`src/hdl/tdcc_pkg.sv`:
```
// Package for the tick-driven calendar clock: field types, reset values,
// unit limits and the month length table. No dependencies.
package tdcc_pkg;

    typedef logic [5:0]  sec_t;
    typedef logic [5:0]  min_t;
    typedef logic [4:0]  hour_t;
    typedef logic [4:0]  day_t;
    typedef logic [3:0]  month_t;
    typedef logic [15:0] year_t;
    typedef logic [15:0] tps_t;
    typedef logic [63:0] ticks_t;

    localparam tps_t   TPS_RESET   = 16'd1000;
    localparam sec_t   SEC_MAX     = 6'd59;
    localparam min_t   MIN_MAX     = 6'd59;
    localparam hour_t  HOUR_MAX    = 5'd23;
    localparam month_t MONTH_MAX   = 4'd12;
    localparam day_t   DAY_FIRST   = 5'd1;
    localparam month_t MONTH_FIRST = 4'd1;
    localparam month_t MONTH_FEB   = 4'd2;
    localparam day_t   FEB_DAYS    = 5'd28;
    localparam day_t   FEB_LEAP    = 5'd29;

    localparam logic CMD_TICK = 1'b0;
    localparam logic CMD_LOAD = 1'b1;

    // Days in a month; codes 0 and 13..15 count as 31-day months.
    function automatic day_t month_len(input month_t month, input year_t year);
        day_t len;
        case (month)
            4'd2:    len = FEB_DAYS;
            4'd4:    len = 5'd30;
            4'd6:    len = 5'd30;
            4'd9:    len = 5'd30;
            4'd11:   len = 5'd30;
            default: len = 5'd31;
        endcase
        if (month == MONTH_FEB && year[1:0] == 2'b00)
        begin
            len = FEB_LEAP;
        end
        return len;
    endfunction

endpackage

```
`src/hdl/tick_driven_calendar_clock_core.sv`:
```
// Tick-driven real-time clock and calendar: prescaler, tick counter and
// second-to-year carry cascade with a registered result. Depends on tdcc_pkg.
//
//  channel  | signals                        | direction | payload
//  ---------+--------------------------------+-----------+-----------------------------
//  cfg      | cfg_valid / cfg_ready          | in        | cfg_data: ticks per second
//  in       | in_valid  / in_ready           | in        | cmd, load_* time fields
//  out      | out_valid / out_ready          | out       | *_now, second_elapsed, total_ticks
//
// One item per cycle while the result is not stalled: the state update and the
// carry cascade are combinational between the accepted item and the result register.
// A result is registered and appears in the cycle after its item is accepted.
// in_ready is high while the result register is empty or being drained in
// the same cycle; a stalled result holds the input side until taken.
// Reset (rst_n low, asynchronous) sets 00:00:00, day 1, month 1, year 0,
// zero ticks and 1000 ticks per second. cfg_ready is always high.
module tick_driven_calendar_clock_core (
    input  logic                   clk,
    input  logic                   rst_n,
    input  logic                   cfg_valid,
    output logic                   cfg_ready,
    input  tdcc_pkg::tps_t         cfg_data,
    input  logic                   in_valid,
    output logic                   in_ready,
    input  logic                   cmd,
    input  tdcc_pkg::sec_t         load_second,
    input  tdcc_pkg::min_t         load_minute,
    input  tdcc_pkg::hour_t        load_hour,
    input  tdcc_pkg::day_t         load_day,
    input  tdcc_pkg::month_t       load_month,
    input  tdcc_pkg::year_t        load_year,
    output logic                   out_valid,
    input  logic                   out_ready,
    output tdcc_pkg::sec_t         second_now,
    output tdcc_pkg::min_t         minute_now,
    output tdcc_pkg::hour_t        hour_now,
    output tdcc_pkg::day_t         day_now,
    output tdcc_pkg::month_t       month_now,
    output tdcc_pkg::year_t        year_now,
    output logic                   second_elapsed,
    output tdcc_pkg::ticks_t       total_ticks
);
    import tdcc_pkg::*;

    // Configuration and calendar state
    tps_t   tps_reg;
    ticks_t tick_total_reg,   tick_total_next;
    tps_t   subsec_reg,       subsec_next;
    sec_t   sec_reg,          sec_next;
    min_t   min_reg,          min_next;
    hour_t  hour_reg,         hour_next;
    day_t   day_reg,          day_next;
    month_t month_reg,        month_next;
    year_t  year_reg,         year_next;
    logic   elapsed_next;

    // Result register
    logic   out_valid_reg;
    sec_t   out_sec_reg;
    min_t   out_min_reg;
    hour_t  out_hour_reg;
    day_t   out_day_reg;
    month_t out_month_reg;
    year_t  out_year_reg;
    logic   out_elapsed_reg;
    ticks_t out_ticks_reg;

    logic          in_accept;
    logic [16:0]   subsec_inc;
    logic          sec_wrap, min_wrap, hour_wrap, day_wrap, month_wrap;
    day_t          cur_month_len;

    assign cfg_ready = 1'b1;
    // Take a new item whenever the result slot is free or drains this cycle.
    assign in_ready  = !out_valid_reg || out_ready;
    assign in_accept = in_valid && in_ready;

    // Carry cascade: each unit wraps at or above its limit.
    assign subsec_inc    = {1'b0, subsec_reg} + 17'd1;
    assign cur_month_len = month_len(month_reg, year_reg);
    assign sec_wrap      = (sec_reg   >= SEC_MAX);
    assign min_wrap      = (min_reg   >= MIN_MAX);
    assign hour_wrap     = (hour_reg  >= HOUR_MAX);
    assign day_wrap      = (day_reg   >= cur_month_len);
    assign month_wrap    = (month_reg >= MONTH_MAX);

    always_comb
    begin
        tick_total_next = tick_total_reg;
        subsec_next     = subsec_reg;
        sec_next        = sec_reg;
        min_next        = min_reg;
        hour_next       = hour_reg;
        day_next        = day_reg;
        month_next      = month_reg;
        year_next       = year_reg;
        elapsed_next    = 1'b0;
        case (cmd)
            CMD_LOAD:
            begin
                // Load the time as given; tick count and prescaler hold.
                sec_next   = load_second;
                min_next   = load_minute;
                hour_next  = load_hour;
                day_next   = load_day;
                month_next = load_month;
                year_next  = load_year;
            end
            default:
            begin
                tick_total_next = tick_total_reg + 64'd1;
                if (subsec_inc >= {1'b0, tps_reg})
                begin
                    subsec_next  = '0;
                    elapsed_next = 1'b1;
                    sec_next     = sec_wrap ? '0 : sec_reg + 6'd1;
                    if (sec_wrap)
                    begin
                        min_next = min_wrap ? '0 : min_reg + 6'd1;
                    end
                    if (sec_wrap && min_wrap)
                    begin
                        hour_next = hour_wrap ? '0 : hour_reg + 5'd1;
                    end
                    if (sec_wrap && min_wrap && hour_wrap)
                    begin
                        day_next = day_wrap ? DAY_FIRST : day_reg + 5'd1;
                    end
                    if (sec_wrap && min_wrap && hour_wrap && day_wrap)
                    begin
                        month_next = month_wrap ? MONTH_FIRST : month_reg + 4'd1;
                    end
                    if (sec_wrap && min_wrap && hour_wrap && day_wrap && month_wrap)
                    begin
                        year_next = year_reg + 16'd1;
                    end
                end
                else
                begin
                    subsec_next = subsec_inc[15:0];
                end
            end
        endcase
    end

    // Control and calendar state
    always_ff @(posedge clk or negedge rst_n)
    begin
        if (!rst_n)
        begin
            tps_reg        <= TPS_RESET;
            tick_total_reg <= '0;
            subsec_reg     <= '0;
            sec_reg        <= '0;
            min_reg        <= '0;
            hour_reg       <= '0;
            day_reg        <= DAY_FIRST;
            month_reg      <= MONTH_FIRST;
            year_reg       <= '0;
            out_valid_reg  <= 1'b0;
        end
        else
        begin
            if (cfg_valid && cfg_ready)
            begin
                tps_reg <= cfg_data;
            end
            if (in_accept)
            begin
                tick_total_reg <= tick_total_next;
                subsec_reg     <= subsec_next;
                sec_reg        <= sec_next;
                min_reg        <= min_next;
                hour_reg       <= hour_next;
                day_reg        <= day_next;
                month_reg      <= month_next;
                year_reg       <= year_next;
                out_valid_reg  <= 1'b1;
            end
            else if (out_ready)
            begin
                out_valid_reg <= 1'b0;
            end
        end
    end

    // Result payload: capture the time after each accepted item.
    always_ff @(posedge clk)
    begin
        if (in_accept)
        begin
            out_sec_reg     <= sec_next;
            out_min_reg     <= min_next;
            out_hour_reg    <= hour_next;
            out_day_reg     <= day_next;
            out_month_reg   <= month_next;
            out_year_reg    <= year_next;
            out_elapsed_reg <= elapsed_next;
            out_ticks_reg   <= tick_total_next;
        end
    end

    assign out_valid      = out_valid_reg;
    assign second_now     = out_sec_reg;
    assign minute_now     = out_min_reg;
    assign hour_now       = out_hour_reg;
    assign day_now        = out_day_reg;
    assign month_now      = out_month_reg;
    assign year_now       = out_year_reg;
    assign second_elapsed = out_elapsed_reg;
    assign total_ticks    = out_ticks_reg;

`ifndef SYNTHESIS
    a_load_no_second: assert property (@(posedge clk) disable iff (!rst_n)
        in_accept && cmd == CMD_LOAD |=> out_valid && !second_elapsed)
        else $error("load item reported an elapsed second");

    a_load_holds_ticks: assert property (@(posedge clk) disable iff (!rst_n)
        in_accept && cmd == CMD_LOAD |=> tick_total_reg == $past(tick_total_reg))
        else $error("load item changed the tick count");

    a_tick_counts: assert property (@(posedge clk) disable iff (!rst_n)
        in_accept && cmd == CMD_TICK |=> total_ticks == $past(tick_total_reg) + 64'd1)
        else $error("tick item did not advance the tick count by one");

    a_result_matches_state: assert property (@(posedge clk) disable iff (!rst_n)
        out_valid |-> total_ticks == tick_total_reg && second_now == sec_reg)
        else $error("pending result differs from the clock state");

    a_prescaler_bound: assert property (@(posedge clk) disable iff (!rst_n)
        subsec_reg != 16'hFFFF)
        else $error("prescaler reached its top value");
`endif

endmodule

```
`config.mk`:
```
export PLATFORM = sky130hd
export DESIGN_NAME = tick_driven_calendar_clock_core
export DESIGN_NICKNAME = d
export VERILOG_FILES = /design/src/hdl/tdcc_pkg.sv /design/src/hdl/tick_driven_calendar_clock_core.sv
export SDC_FILE = /design/constraint.sdc
export NUM_CORES = 1
export LEC_CHECK = 0
export BUFFER_PORTS_ARGS = -buffer_cell sky130_fd_sc_hd__buf_2
export CAP_MARGIN = 20
export CELL_PAD_IN_SITES_DETAIL_PLACEMENT = 0
export CELL_PAD_IN_SITES_GLOBAL_PLACEMENT = 1
export CORE_UTILIZATION = 33
export DETAILED_ROUTE_END_ITERATION = 6
export GPL_ROUTABILITY_DRIVEN = 1
export PLACE_DENSITY_LB_ADDON = 0.08
export RECOVER_POWER = 25
export SLEW_MARGIN = 5
export SYNTH_ARGS = -nofsm -noshare
export SYNTH_HDL_FRONTEND = slang
export SYNTH_SLANG_ARGS = --single-unit
```
`constraint.sdc`:
```
create_clock -name clk -period 6.2 [get_ports clk]
set_input_delay 0.62 -clock clk [delete_from_list [all_inputs] [get_ports clk]]
set_output_delay 0.62 -clock clk [all_outputs]
set_load 0.01 [all_outputs]
```
==> summary.md <==
| Metric | Value |
|---|---|
| Status | `finished with violations` |
| Failing checks | `max-capacitance violations, max-slew violations` |
| Post-Synth Adder-Cell Area | `0.02975` |
| Worst hold path class | `in -> async` |
| Crit path max fanout | `18` |
| Vias in the first global route | `9578` |
| DRC viols | `0` |
| Crit-path leading delay family | `simple AND/OR/NAND/NOR gates` |
| Post-CTS setup buffers | `0` |
| Post-layout worst setup margin | `1748 ps` |
| Final slew viol count | `100` |
| Root buffer cell | `clkbuf_16` |
| Reg2Reg Capture Point | `day_now[0]$_DFFE_PP_` |
| Clock-pin transition on the worst setup and hold timing paths | `60 ps` |
| RSZ-0062 raised after global routing | `false` |
| P&R area growth vs syn | `18.26%` |
| Synth Flop Type | `dfrtp_1` |
| Initial Util | `0.3352` |
| Hold slack | `127.1 ps` |
| Syn Std Cell Area | `12950 sq um` |
| CTS tree | `built` |
| Mux contribution to synthesized area | `0.01372` |
| Row count | `72` |
| Global placement routability congestion | `0.7743` |
| Worst slack at placement | `1741 ps` |
| Crit-path cells | `and3_1 -> and3_1 -> nand2_1 -> nor3_1 -> nand4_1 -> xnor2_1 -> ha_1 -> nand3_1 -> nor3_1 -> inv_1 -> o211ai_2 -> nand2_1 -> nor3_1 -> o31ai_1` |
| Lkg Pwr | `6.466 nW` |
| Yosys Warn Count | `0` |
| Tmin final | `4452 ps` |
| Mean Syn Cell Area | `10.36 sq um` |
| Simple-gate share of the synthesized area | `0.2046` |
| Period Utilization, post-route | `0.7180` |
| I/O pin total | `174` |
| Final setup fails | `0` |
| DR WL/cell | `18.08 um` |
| Critical path launch point type | `register` |
| Die area | `40050 sq um` |
| Slowest cell delay on critical path | `800 ps` |
| Clock network latency to the later pin of the worst-skew pair | `570 ps` |
| Top cell by count, worst path | `nor3_1` |
| Most frequent cells after synthesis | `nand2_1, dfrtp_1, edfxtp_1, xnor2_1, nor2_1` |
| Main combinational cell family by area after synthesis | `simple AND/OR/NAND/NOR gates` |
| Peak Freq | `224.6 MHz` |
| Synth Register Bits | `246` |
| Post-synthesis sequential area ratio | `0.5173` |
| Power Density | `292.5 nW/um^2` |
| Xor/xnor share of the synthesized area | `0.1048` |
| Die X | `200.1 um` |
| DP HPWL | `23400 um` |
| CP max-delay cell | `o211ai_2` |
| Clock skew | `16.70 ps` |
| Setup_tns | `0 ps` |
| Worst R2R Setup Slack | `1750 ps` |
| ANT nets after route | `0` |
| First DRT Iteration DRCs | `454` |
| Die height | `200.1 um` |
| R2R cell count | `14` |
| Layout Nets | `1494` |
| Most frequent cell after synthesis | `nand2_1` |
| Required time worst endpoint | `6430 ps` |
| H-tree depth | `1` |
| CP arrival | `4680 ps` |
| Max_slew headroom | `-1.085` |
| Least-Margin Pin Slew | `3127 ps` |
| Initial antenna violation count | `2` |
| Hold Buf Count CTS | `0` |
| Pre-antenna DRT Iters | `6` |
| Worst Path Buf+Inv | `1` |
| Layout cells sized above 1 | `0.2017` |
| DR vias/cell | `4.970` |
| EDFF count, synth | `107` |
| Synth unique cells | `79` |
| Pin count of the biggest net entering global routing | `92` |
| Post-CTS Resized | `0` |
| Maxcap violations | `2` |
| First-pass GRT wire length | `55770 um` |
| Overall fraction of global-route tracks in use | `0.1751` |
| Post-synth top area share | `0.2531` |
| Port Buffer Count | `172` |
| Endpoints failing hold | `0` |
| GR Overflow Total | `0` |
| WS Path Type | `reg -> reg` |
| Via count | `9651` |
| Worst r2r src | `subsec_reg[2]$_DFFE_PN0P_` |
| Top post-synthesis cells by area | `dfrtp_1, edfxtp_1, xnor2_1` |
| CTS buffer count | `31` |
| Sink Count | `246` |
| Longest Clk Path Bufs | `3` |
| Synth area leader | `dfrtp_1` |
| Post-synth ARST share | `0.5650` |
| Setup crit end kind | `register` |
| Syn nets | `1344` |
| Worst vdd ir | `0.1455 mV` |
| Overall Power | `4.480 mW` |
| Routed WL | `35100 um` |
| Core ar. | `38650 sq um` |
| Compound-Gate Fraction of Synth Area | `0.09659` |
| Post-Syn Instances | `1250` |
## cell families (layout without fill, tap and decap cells)
| family | Yosys count | count (layout) |
|---|---|---|
| flops | 246 | 246 |
| simple gates | 503 | 503 |
| mux | 17 | 17 |
| other cells | 1 | 2 |
| fa+ha+maj | 31 | 31 |
| compound gates | 199 | 199 |
| buf+inv | 98 | 271 |
| xor+xnor | 155 | 155 |
## metal layers
layer / up-vias / routed length, um / global-route usage
met2: 192 / 16250 / 0.2861
met1: 4647 / 16780 / 0.2424
met4: 2 / 509 / 0.03901
met3: 44 / 1553 / 0.02912
met5: - / 8 / 0
li1: 4766 / - / -
## worst max path at each step
stage / start / end / cells past startpoint
finish: subsec_reg[2]$_DFFE_PN0P_ / day_now[0]$_DFFE_PP_ / 14
global route: subsec_reg[0]$_DFFE_PN0P_ / day_now[0]$_DFFE_PP_ / 13
CTS: subsec_reg[2]$_DFFE_PN0P_ / day_now[4]$_DFFE_PP_ / 14
detailed placement: subsec_reg[2]$_DFFE_PN0P_ / day_now[4]$_DFFE_PP_ / 14
global placement: subsec_reg[2]$_DFFE_PN0P_ / day_now[4]$_DFFE_PP_ / 14
floorplan: out_ready / hour_reg[4]$_DFFE_PN0P_ / 7
## layout by cell type (no fill, tap or decap), drive strengths merged, types with 11 or more instances in the layout
master  count
and3       28
edfxtp    107
clkinv     12
o22ai      15
nand4      36
and2       15
dfrtp     131
nor2       79
o21ai      72
ha         30
buf       180
nand2     173
nand3      73
o211ai     11
mux2i      11
xor2       63
inv        31
and4       13
a21oi      37
clkbuf     38
xnor2      92
nor3       42
## power by group
group	total, mW	switching, mW	internal (mW)
clock network	1.89	0.737	1.15
logic	0.588	0.345	0.243
registers	2.00	0.142	1.86
## through the flow
| step | instances | cell area [sq um] | utilization |
|---|---|---|---|
| 6_report | 1942 | 15320 | 0.3964 |
| 5_1_grt | 1941 | 15320 | 0.3963 |
| 4_1_cts | 1941 | 15330 | 0.3966 |
| 3_5_place_dp | 1885 | 14260 | 0.3689 |
| 3_3_place_gp | 1885 | 14260 | 0.3689 |
| 2_1_floorplan | 1250 | 12950 | - |
## cell type report
class                   instances  area, sq um
diodes                          1        2.502
clock buffers                  35        820.8
clock inverters                21        249.0
fillers                      3849        23330
inverters                      32        125.1
multi-input cells             906         5828
flip-flops and latches        246         6701
well taps                     518        648.1
repair buffers                183        943.4
Power figures use the tool's default switching activity.
